===== src/rtl/pfba_pkg.sv =====
// pfba_pkg: shared types and constants of the per-frame bump allocator
// used by pfba_alu, pfba_csr and per_frame_bump_allocator; no dependencies
package pfba_pkg;

   // internal address width: slot * region + pointer + alignment + size stays below 2^39
   localparam int CW = 40;
   // shared adder width, one guard bit so that its top bit flags a negative difference
   localparam int ALU_W = CW + 1;

   // configuration register indexes
   localparam int CSR_IDX_W = 2;
   localparam logic [CSR_IDX_W-1:0] CSR_REGION_SIZE = 2'd0;
   localparam logic [CSR_IDX_W-1:0] CSR_FRAMES      = 2'd1;
   localparam logic [CSR_IDX_W-1:0] CSR_MIN_ALIGN   = 2'd2;

   // configuration reset values
   localparam logic [31:0] RESET_REGION_SIZE = 32'd1048576;
   localparam logic [3:0]  RESET_FRAMES      = 4'd2;
   localparam logic [4:0]  RESET_MIN_ALIGN   = 5'd8;

   // input item actions
   localparam logic ACT_BEGIN_FRAME = 1'b0;
   localparam logic ACT_ALLOCATE    = 1'b1;

   typedef struct packed {
      logic [31:0] region_size;
      logic [3:0]  frames;
      logic [4:0]  min_align;
   } cfg_type;

   typedef struct packed {
      logic [ALU_W-1:0] a;
      logic [ALU_W-1:0] b;
      logic             sub;
   } alu_req_type;

endpackage


===== src/rtl/per_frame_bump_allocator.sv =====
// per_frame_bump_allocator: top level, sequencer and datapath registers
// depends on pfba_pkg, pfba_alu and pfba_csr
//
// Linear allocator over a buffer cut into equal per-frame regions. A begin-frame item
// selects slot frame_index mod frames_in_flight and rewinds that region's pointer; an
// allocate item aligns the pointer to 2^max(align_log2, min_align_log2) and grants the
// span if it ends inside the region and below 2^ADDR_WIDTH. Each item gives exactly one
// result item. The block takes one item at a time: req_ready is high only while the
// sequencer is idle. A begin frame runs 32 steps of a restoring remainder, one bit
// of frame_index per cycle, then the result step. An allocate runs a shift-add
// multiply for the region start, one bit of the slot per cycle (at least one multiply
// step), then eight add or compare steps and the result step; a span refused by the
// region check skips the address check and the used and peak steps, one refused by
// the address check skips the used and peak steps; a zero-size allocate goes straight
// to the result step. All of this arithmetic goes through one shared adder. A finished
// result waits in the output register until rsp_ready; the next item is taken meanwhile,
// and its own result step waits for as long as the earlier result is still held.
module per_frame_bump_allocator
   import pfba_pkg::*;
#(
   parameter int ADDR_WIDTH = 32,
   parameter int MAX_FRAMES = 8
) (
   input  logic                 clock,
   input  logic                 reset,
   input  logic                 req_valid,
   output logic                 req_ready,
   input  logic                 req_action,
   input  logic [31:0]          req_frame_index,
   input  logic [31:0]          req_request_size,
   input  logic [4:0]           req_align_log2,
   output logic                 rsp_valid,
   input  logic                 rsp_ready,
   output logic                 rsp_ok,
   output logic [31:0]          rsp_offset,
   output logic [31:0]          rsp_used_bytes,
   output logic [31:0]          rsp_peak_usage,
   output logic [31:0]          rsp_alloc_count,
   input  logic                 csr_valid,
   output logic                 csr_ready,
   input  logic [CSR_IDX_W-1:0] csr_index,
   input  logic [31:0]          csr_wdata
);

   localparam int SLOT_W = (MAX_FRAMES > 1) ? $clog2(MAX_FRAMES) : 1;
   localparam int FW     = $clog2(MAX_FRAMES + 1);
   // address limit; at or beyond the internal width no span can reach it
   localparam int LIM_SH = (ADDR_WIDTH < CW) ? ADDR_WIDTH : CW;
   localparam logic [ALU_W-1:0] ADDR_LIMIT = ALU_W'(1) << LIM_SH;

   // sequencer states
   localparam logic [3:0] ST_IDLE  = 4'd0;
   localparam logic [3:0] ST_DIV   = 4'd1;
   localparam logic [3:0] ST_MUL   = 4'd2;
   localparam logic [3:0] ST_REND  = 4'd3;
   localparam logic [3:0] ST_CUR   = 4'd4;
   localparam logic [3:0] ST_ALN   = 4'd5;
   localparam logic [3:0] ST_END   = 4'd6;
   localparam logic [3:0] ST_CHK_R = 4'd7;
   localparam logic [3:0] ST_CHK_A = 4'd8;
   localparam logic [3:0] ST_USED  = 4'd9;
   localparam logic [3:0] ST_PEAK  = 4'd10;
   localparam logic [3:0] ST_EMIT  = 4'd11;

   cfg_type cfg;

   pfba_csr u_csr (
      .clock     (clock),
      .reset     (reset),
      .csr_valid (csr_valid),
      .csr_ready (csr_ready),
      .csr_index (csr_index),
      .csr_wdata (csr_wdata),
      .cfg       (cfg)
   );

   alu_req_type      alu_req;
   logic [ALU_W-1:0] alu_sum;
   logic             alu_neg;

   pfba_alu u_alu (
      .req (alu_req),
      .sum (alu_sum)
   );

   assign alu_neg = alu_sum[ALU_W-1];

   // control
   logic [3:0]        state_ff, state_in;
   logic [4:0]        cnt_ff, cnt_in;
   logic              rsp_valid_ff, rsp_valid_in;
   // allocator state
   logic [SLOT_W-1:0] slot_ff, slot_in;
   logic [31:0]       next_free_ff, next_free_in;
   logic [31:0]       peak_ff, peak_in;
   logic [31:0]       count_ff, count_in;
   // per-item working registers
   logic              action_ff, action_in;
   logic              fail_ff, fail_in;
   logic              peak_up_ff, peak_up_in;
   logic [31:0]       div_sh_ff, div_sh_in;
   logic [SLOT_W-1:0] rem_ff, rem_in;
   logic [SLOT_W-1:0] mul_sh_ff, mul_sh_in;
   logic [31:0]       size_ff, size_in;
   logic [31:0]       mask_ff, mask_in;
   logic [CW-1:0]     acc_ff, acc_in;
   logic [CW-1:0]     start_ff, start_in;
   logic [CW-1:0]     rend_ff, rend_in;
   logic [CW-1:0]     aligned_ff, aligned_in;
   logic [31:0]       used_ff, used_in;
   // result register
   logic              ok_ff, ok_in;
   logic [31:0]       offset_ff, offset_in;
   logic [31:0]       used_out_ff, used_out_in;
   logic [31:0]       peak_out_ff, peak_out_in;
   logic [31:0]       count_out_ff, count_out_in;

   logic [FW-1:0]     frames_eff;
   logic [4:0]        lg;
   logic [SLOT_W:0]   rem_shift;

   // zero frames acts as one, too many as the maximum
   always_comb begin
      priority if (cfg.frames == 4'd0) begin
         frames_eff = FW'(1);
      end else if (32'(cfg.frames) > MAX_FRAMES) begin
         frames_eff = FW'(MAX_FRAMES);
      end else begin
         frames_eff = FW'(cfg.frames);
      end
   end

   assign lg        = (req_align_log2 > cfg.min_align) ? req_align_log2 : cfg.min_align;
   assign rem_shift = {rem_ff, div_sh_ff[31]};
   assign req_ready = (state_ff == ST_IDLE);

   // shared adder operand selection
   always_comb begin
      alu_req.a   = '0;
      alu_req.b   = '0;
      alu_req.sub = 1'b0;
      unique case (state_ff)
         ST_DIV: begin
            alu_req.a   = ALU_W'(rem_shift);
            alu_req.b   = ALU_W'(frames_eff);
            alu_req.sub = 1'b1;
         end
         ST_MUL: begin
            alu_req.a = ALU_W'({acc_ff, 1'b0});
            alu_req.b = mul_sh_ff[SLOT_W-1] ? ALU_W'(cfg.region_size) : '0;
         end
         ST_REND: begin
            alu_req.a = ALU_W'(acc_ff);
            alu_req.b = ALU_W'(cfg.region_size);
         end
         ST_CUR: begin
            alu_req.a = ALU_W'(start_ff);
            alu_req.b = ALU_W'(next_free_ff);
         end
         ST_ALN: begin
            alu_req.a = ALU_W'(acc_ff);
            alu_req.b = ALU_W'(mask_ff);
         end
         ST_END: begin
            alu_req.a = ALU_W'(acc_ff);
            alu_req.b = ALU_W'(size_ff);
         end
         ST_CHK_R: begin
            // region end minus span end, negative means no room
            alu_req.a   = ALU_W'(rend_ff);
            alu_req.b   = ALU_W'(acc_ff);
            alu_req.sub = 1'b1;
         end
         ST_CHK_A: begin
            alu_req.a   = ADDR_LIMIT;
            alu_req.b   = ALU_W'(acc_ff);
            alu_req.sub = 1'b1;
         end
         ST_USED: begin
            alu_req.a   = ALU_W'(acc_ff);
            alu_req.b   = ALU_W'(start_ff);
            alu_req.sub = 1'b1;
         end
         ST_PEAK: begin
            alu_req.a   = ALU_W'(peak_ff);
            alu_req.b   = ALU_W'(used_ff);
            alu_req.sub = 1'b1;
         end
         default: begin
            alu_req.a   = '0;
            alu_req.b   = '0;
            alu_req.sub = 1'b0;
         end
      endcase
   end

   // sequencer and datapath next values
   always_comb begin
      state_in     = state_ff;
      cnt_in       = cnt_ff;
      rsp_valid_in = rsp_valid_ff;
      slot_in      = slot_ff;
      next_free_in = next_free_ff;
      peak_in      = peak_ff;
      count_in     = count_ff;
      action_in    = action_ff;
      fail_in      = fail_ff;
      peak_up_in   = peak_up_ff;
      div_sh_in    = div_sh_ff;
      rem_in       = rem_ff;
      mul_sh_in    = mul_sh_ff;
      size_in      = size_ff;
      mask_in      = mask_ff;
      acc_in       = acc_ff;
      start_in     = start_ff;
      rend_in      = rend_ff;
      aligned_in   = aligned_ff;
      used_in      = used_ff;
      ok_in        = ok_ff;
      offset_in    = offset_ff;
      used_out_in  = used_out_ff;
      peak_out_in  = peak_out_ff;
      count_out_in = count_out_ff;

      // result taken downstream
      if (rsp_valid_ff && rsp_ready) begin
         rsp_valid_in = 1'b0;
      end

      unique case (state_ff)
         ST_IDLE: begin
            if (req_valid) begin
               action_in  = req_action;
               div_sh_in  = req_frame_index;
               size_in    = req_request_size;
               mask_in    = ~(32'hFFFF_FFFF << lg);
               rem_in     = '0;
               acc_in     = '0;
               mul_sh_in  = slot_ff;
               cnt_in     = '0;
               fail_in    = 1'b0;
               peak_up_in = 1'b0;
               priority if (req_action == ACT_BEGIN_FRAME) begin
                  state_in = ST_DIV;
               end else if (req_request_size == 32'd0) begin
                  // zero size fails at once
                  fail_in  = 1'b1;
                  state_in = ST_EMIT;
               end else begin
                  state_in = ST_MUL;
               end
            end
         end
         ST_DIV: begin
            // restoring remainder, one dividend bit a cycle
            rem_in    = alu_neg ? rem_shift[SLOT_W-1:0] : alu_sum[SLOT_W-1:0];
            div_sh_in = {div_sh_ff[30:0], 1'b0};
            cnt_in    = cnt_ff + 5'd1;
            if (cnt_ff == 5'd31) begin
               state_in = ST_EMIT;
            end
         end
         ST_MUL: begin
            // shift-add of the slot, most significant bit first
            acc_in    = alu_sum[CW-1:0];
            mul_sh_in = mul_sh_ff << 1;
            cnt_in    = cnt_ff + 5'd1;
            if (cnt_ff == 5'(SLOT_W - 1)) begin
               state_in = ST_REND;
            end
         end
         ST_REND: begin
            start_in = acc_ff;
            rend_in  = alu_sum[CW-1:0];
            state_in = ST_CUR;
         end
         ST_CUR: begin
            acc_in   = alu_sum[CW-1:0];
            state_in = ST_ALN;
         end
         ST_ALN: begin
            acc_in     = alu_sum[CW-1:0] & ~CW'(mask_ff);
            aligned_in = alu_sum[CW-1:0] & ~CW'(mask_ff);
            state_in   = ST_END;
         end
         ST_END: begin
            acc_in   = alu_sum[CW-1:0];
            state_in = ST_CHK_R;
         end
         ST_CHK_R: begin
            if (alu_neg) begin
               fail_in  = 1'b1;
               state_in = ST_EMIT;
            end else begin
               state_in = ST_CHK_A;
            end
         end
         ST_CHK_A: begin
            if (alu_neg) begin
               fail_in  = 1'b1;
               state_in = ST_EMIT;
            end else begin
               state_in = ST_USED;
            end
         end
         ST_USED: begin
            // span ends inside the region, so used fits in 32 bits
            used_in  = alu_sum[31:0];
            state_in = ST_PEAK;
         end
         ST_PEAK: begin
            peak_up_in = alu_neg;
            state_in   = ST_EMIT;
         end
         ST_EMIT: begin
            // wait while an earlier result is still held
            if (!rsp_valid_ff || rsp_ready) begin
               priority if (action_ff == ACT_BEGIN_FRAME) begin
                  slot_in      = rem_ff;
                  next_free_in = '0;
                  count_in     = '0;
                  ok_in        = 1'b1;
                  offset_in    = '0;
                  used_out_in  = '0;
                  peak_out_in  = peak_ff;
                  count_out_in = '0;
               end else if (fail_ff) begin
                  ok_in        = 1'b0;
                  offset_in    = '0;
                  used_out_in  = next_free_ff;
                  peak_out_in  = peak_ff;
                  count_out_in = count_ff;
               end else begin
                  next_free_in = used_ff;
                  count_in     = (count_ff == 32'hFFFF_FFFF) ? count_ff : count_ff + 32'd1;
                  peak_in      = peak_up_ff ? used_ff : peak_ff;
                  ok_in        = 1'b1;
                  offset_in    = aligned_ff[31:0];
                  used_out_in  = used_ff;
                  peak_out_in  = peak_up_ff ? used_ff : peak_ff;
                  count_out_in = (count_ff == 32'hFFFF_FFFF) ? count_ff : count_ff + 32'd1;
               end
               rsp_valid_in = 1'b1;
               state_in     = ST_IDLE;
            end
         end
         default: begin
            state_in = ST_IDLE;
         end
      endcase
   end

   always_ff @(posedge clock) begin
      if (reset) begin
         state_ff     <= ST_IDLE;
         cnt_ff       <= '0;
         rsp_valid_ff <= 1'b0;
         slot_ff      <= '0;
         next_free_ff <= '0;
         peak_ff      <= '0;
         count_ff     <= '0;
      end else begin
         state_ff     <= state_in;
         cnt_ff       <= cnt_in;
         rsp_valid_ff <= rsp_valid_in;
         slot_ff      <= slot_in;
         next_free_ff <= next_free_in;
         peak_ff      <= peak_in;
         count_ff     <= count_in;
      end
   end

   // payload registers, no reset
   always_ff @(posedge clock) begin
      action_ff    <= action_in;
      fail_ff      <= fail_in;
      peak_up_ff   <= peak_up_in;
      div_sh_ff    <= div_sh_in;
      rem_ff       <= rem_in;
      mul_sh_ff    <= mul_sh_in;
      size_ff      <= size_in;
      mask_ff      <= mask_in;
      acc_ff       <= acc_in;
      start_ff     <= start_in;
      rend_ff      <= rend_in;
      aligned_ff   <= aligned_in;
      used_ff      <= used_in;
      ok_ff        <= ok_in;
      offset_ff    <= offset_in;
      used_out_ff  <= used_out_in;
      peak_out_ff  <= peak_out_in;
      count_out_ff <= count_out_in;
   end

   assign rsp_valid       = rsp_valid_ff;
   assign rsp_ok          = ok_ff;
   assign rsp_offset      = offset_ff;
   assign rsp_used_bytes  = used_out_ff;
   assign rsp_peak_usage  = peak_out_ff;
   assign rsp_alloc_count = count_out_ff;

endmodule


===== src/rtl/pfba_alu.sv =====
// pfba_alu: the one shared add / subtract / compare unit of the allocator
// depends on pfba_pkg
module pfba_alu
   import pfba_pkg::*;
(
   input  alu_req_type      req,
   output logic [ALU_W-1:0] sum
);

   logic [ALU_W-1:0] b_eff;

   assign b_eff = req.sub ? ~req.b : req.b;
   // a - b when sub: top bit set means a < b for zero-extended operands
   assign sum   = req.a + b_eff + ALU_W'(req.sub);

endmodule


===== src/rtl/pfba_csr.sv =====
// pfba_csr: configuration registers of the allocator, written through the csr channel
// depends on pfba_pkg
module pfba_csr
   import pfba_pkg::*;
(
   input  logic                 clock,
   input  logic                 reset,
   input  logic                 csr_valid,
   output logic                 csr_ready,
   input  logic [CSR_IDX_W-1:0] csr_index,
   input  logic [31:0]          csr_wdata,
   output cfg_type              cfg
);

   cfg_type cfg_ff;
   cfg_type cfg_in;

   assign csr_ready = 1'b1;
   assign cfg       = cfg_ff;

   always_comb begin
      cfg_in = cfg_ff;
      if (csr_valid) begin
         unique case (csr_index)
            CSR_REGION_SIZE: cfg_in.region_size = csr_wdata;
            CSR_FRAMES:      cfg_in.frames      = csr_wdata[3:0];
            CSR_MIN_ALIGN:   cfg_in.min_align   = csr_wdata[4:0];
            default:         cfg_in = cfg_ff;
         endcase
      end
   end

   always_ff @(posedge clock) begin
      if (reset) begin
         cfg_ff.region_size <= RESET_REGION_SIZE;
         cfg_ff.frames      <= RESET_FRAMES;
         cfg_ff.min_align   <= RESET_MIN_ALIGN;
      end else begin
         cfg_ff <= cfg_in;
      end
   end

endmodule


===== config.mk =====
export PLATFORM = sky130hd
export DESIGN_NAME = per_frame_bump_allocator
export DESIGN_NICKNAME = d
export VERILOG_FILES = /design/src/rtl/pfba_pkg.sv /design/src/rtl/per_frame_bump_allocator.sv /design/src/rtl/pfba_alu.sv /design/src/rtl/pfba_csr.sv
export SDC_FILE = /design/constraint.sdc
export NUM_CORES = 1
export LEC_CHECK = 0
export ABC_AREA = 0
export BUFFER_PORTS_ARGS = -buffer_cell sky130_fd_sc_hd__buf_4
export CAP_MARGIN = 20
export CORE_MARGIN = 8
export CORE_UTILIZATION = 50
export CTS_BUF_LIST = sky130_fd_sc_hd__clkbuf_8
export DETAILED_ROUTE_END_ITERATION = 10
export GPL_TIMING_DRIVEN = 0
export PLACE_DENSITY = 0.72
export SYNTH_ARGS = -nofsm -noshare
export SYNTH_HDL_FRONTEND = slang
export SYNTH_SLANG_ARGS = --single-unit

===== constraint.sdc =====
create_clock -name clock -period 9.88 [get_ports clock]
set_clock_uncertainty 0.05 [all_clocks]
set_input_delay 0 -clock clock [delete_from_list [all_inputs] [get_ports clock]]
set_output_delay 0 -clock clock [all_outputs]
set_load 0.01 [all_outputs]

==> reports/qor.csv <==
stage,metric,value,unit
outcome,outcome,"finished, final reports clean",
setup_path,cp-end-kind,flip-flop,
clock_tree,cts_root_buffer,clkbuf_8,
setup_path,critPathTopFamily,buffers and inverters,
layout,instances_no_fill,3844,
drt,vias_per_cell,6.16,
synth,synth_edf_count,417,
synth,yosysUniqueCellTypes,74,
drt,ant_nets,0,
synth,netlist_area,0.0270,mm2
floorplan,die_width,248,um
synth,post-synth-top-area-fraction,46.4,%
synth,netlist.top_cell.by_area,edfxtp_1,
global_route,antenna_found_initial,2,
setup_path,cp_num_buf_inv,6,
drt,drt_pass1_iterations,8,
clock_tree,cts_setup_buffers,0,
clock_tree,clock_latency,710,ps
pwr,cellLeakagePower,12.5,nW
floorplan,fp.dieArea,0.0617,mm2
clock_tree,cts.path.max_buffers,3,
synth,syn_nets,2725,
setup_path,cp_common_cell,clkbuf_1,
synth,synth_seq_area_share,57.5,%
sta,drv_slew,0,
sta,timing.setup.tns,0,ps
clock_tree,clkTransAtPathRegs,60,ps
layout,layout-drive-gt1-share,13.8,%
sta,min_period,7690,ps
sta,hold_viol_final,0,
sta,grt_setup_unrepaired,no,
synth,ys_top_cells_by_area,"edfxtp_1, dfxtp_1, nand2_1, a21oi_1, nor2_1",
floorplan,die_h,248,um
drt,wire_per_inst,25.8,um
setup_path,critPathKind,reg2reg,
layout,ff_latch_area,0.0155,mm2
global_route,grt_pass1_wl,144000,um
global_route,track_usage,31.4,%
clock_tree,clock_sinks,567,
floorplan,core_area,0.0536,mm2
sta,worst_pin_slew,1190,ps
setup_path,critPathArrivalTime,8040,ps
synth,syn_inst,2567,
placement,portBuffers,238,
global_route,grt.overflow.total,0,
sta,max_freq,130,MHz
sta,relSlewSlack,20.8,%
setup_path,crit_chain,clkbuf_1 -> inv_1 -> nor3_2 -> buf_6 -> clkbuf_1 -> buf_1 -> a22oi_1 -> nand3_1 -> ha_1 -> a21o_1 -> a221oi_1 -> nor3_1 -> o211ai_1 -> a2111oi_2 -> nor3_1 -> or3b_2 -> clkbuf_1 -> o21ai_0,
synth,yosysMostFrequentCell,nand2_1,
clock_tree,cts_inserted_buffers,94,
setup_path,crit_fanout,10,
synth,ys_top_cells_by_count,"nand2_1, edfxtp_1, nor2_1",
pwr,power.density,281,mW/mm2
drt,totalWireLength,99100,um
floorplan,initial_utilization,50.3,%
clock_tree,h-tree-depth,3,
setup_path,cpMaxStageDelayCell,a2111oi_2,
setup_path,crit_path_start_kind,flip-flop,
floorplan,io_pins,241,
global_route,grt_max_degree,61,
layout,multi_input_area,0.0107,mm2
synth,async_flop_share,0,%
sta,setup-violations-final,0,
clock_tree,cts_tree,built,
placement,gp_congestion,1.04,
job,cap_violations,0,
synth,synth_warnings,0,
global_route,grt_pass1_vias,23000,
setup_path,critPathMaxStageDelay,940,ps
layout,filler_cell_count,4334,
drt,vias,23700,
floorplan,fp-row-count,85,
placement,dp_cells,3514,
synth,avgSynthCellArea,10.5,um2
layout,final_nets,3224,
synth,ys_ff_latch,567,
placement,place_hpwl,70900,um
setup_path,required,10230,ps
min_path,hold_class,in2reg,
sta,period_share,77.8,%
pwr,ir_drop,0.000162,V
layout,syn2layout_area_growth,23.3,%
synth,synth_ff_type,edfxtp_1,
drt,drc_errors,0,
drt,drt-initial-drc-count,3499,
==> power by group <==
part / total, mW / switching (mW) / internal (mW) / leakage (nW)
Combinational: 3.72 / 2.52 / 1.20 / 6.31
Sequential: 3.54 / 0.244 / 3.29 / 5.07
Clock: 2.07 / 0.997 / 1.07 / 1.08
==> layout by cell type, fill, tap and decap left out, drive strengths merged, types with 22 or more instances in the layout <==
cell / instances
clkbuf: 246
a22oi: 68
dfxtp: 150
edfxtp: 417
ha: 48
a21oi: 195
buf: 272
clkinv: 23
and2: 44
mux2i: 53
nand2: 480
nor3: 38
xor2: 28
dlygate4sd3: 150
mux2: 37
a21o: 41
nor2b: 35
nand3: 91
inv: 88
xnor2: 58
o21a: 35
a222oi: 70
nand4: 22
nor2: 196
o21ai: 56
==> path summary, 6_finish.rpt <==
check,from,endpoint,slack (ps),cells after the start
setup reg to reg,state_ff[1],fail_ff,2190,18
hold reg to reg,u_csr.cfg[31],u_csr.cfg[31],410,2
setup / recovery,state_ff[1],fail_ff,2190,18
hold / removal,csr_wdata[20],u_csr.cfg[29],40,4
==> metal layers <==
metal	vias up	global-route usage, %	wire (um)
li1	10500	-	-
met1	11500	41.4	39000
met2	1511	48.3	44100
met3	275	8.28	11200
met4	0	14.9	4800
met5	-	0	0
==> metrics by stage <==
stage	setup slack [ps]	power (mW)	hold WS (ps)	util, %	instance area [um2]
after floorplan	4180	5.84	48.9	-	27000
after global placement	1220	7.02	140	55.3	29600
after detailed placement	2450	7.10	140	55.8	29900
after CTS	2440	9.20	15.5	62.0	33200
after global routing	1980	9.71	50.9	62.0	33300
final	2190	9.33	41.4	62.1	33300
==> state kept, by name (all words and copies together), names as in the netlist, 40 cells and up <==
register and cells:
acc_ff 40, rend_ff 40, start_ff 40, u_csr.cfg 41
==> kinds of logic (layout without fill, tap and decap cells) <==
logic type	count (synthesis)	count (layout)	share of synthesized area, %
other	1	3	0.0139
adders and majority gates	49	49	2.30
xor gates and xnor gates	86	86	2.79
AOI/OAI and AO/OA	572	572	14.4
muxes	90	90	3.51
DFF	567	567	57.5
and+or+nand+nor	996	996	16.5
buffers and inverters	206	785	2.88
==> cell type report <==
class | instances | area share [%]
flip-flops and latches | 567 | 46.7
repair buffers | 403 | 10.6
diodes | 2 | 0.0150
clock inverters | 72 | 1.24
multi-input cells | 1794 | 32.2
inverters | 45 | 0.515
plain buffers | 161 | 1.85
well taps | 696 | 2.62
clock buffers | 104 | 4.30
==> worst reg2reg max path: stages (launching register included) <==
cell and delay, ps:
dfxtp_1 440, clkbuf_1 410, inv_1 260, nor3_2 400, buf_6 220, clkbuf_1 860
buf_1 860, a22oi_1 200, nand3_1 140, ha_1 230, a21o_1 230, a221oi_1 170
nor3_1 550, o211ai_1 260, a2111oi_2 940, nor3_1 140, or3b_2 470, clkbuf_1 270
o21ai_0 250
==> what timing repair did <==
| item | in CTS | in global routing |
|---|---|---|
| setup endpoints to repair | 0 | 0 |
| gates resized for setup | 0 | 0 |
| endpoints found under the hold margin | 159 | 0 |
| hold buffers | 150 | 0 |
Power figures use the tool's default switching activity.
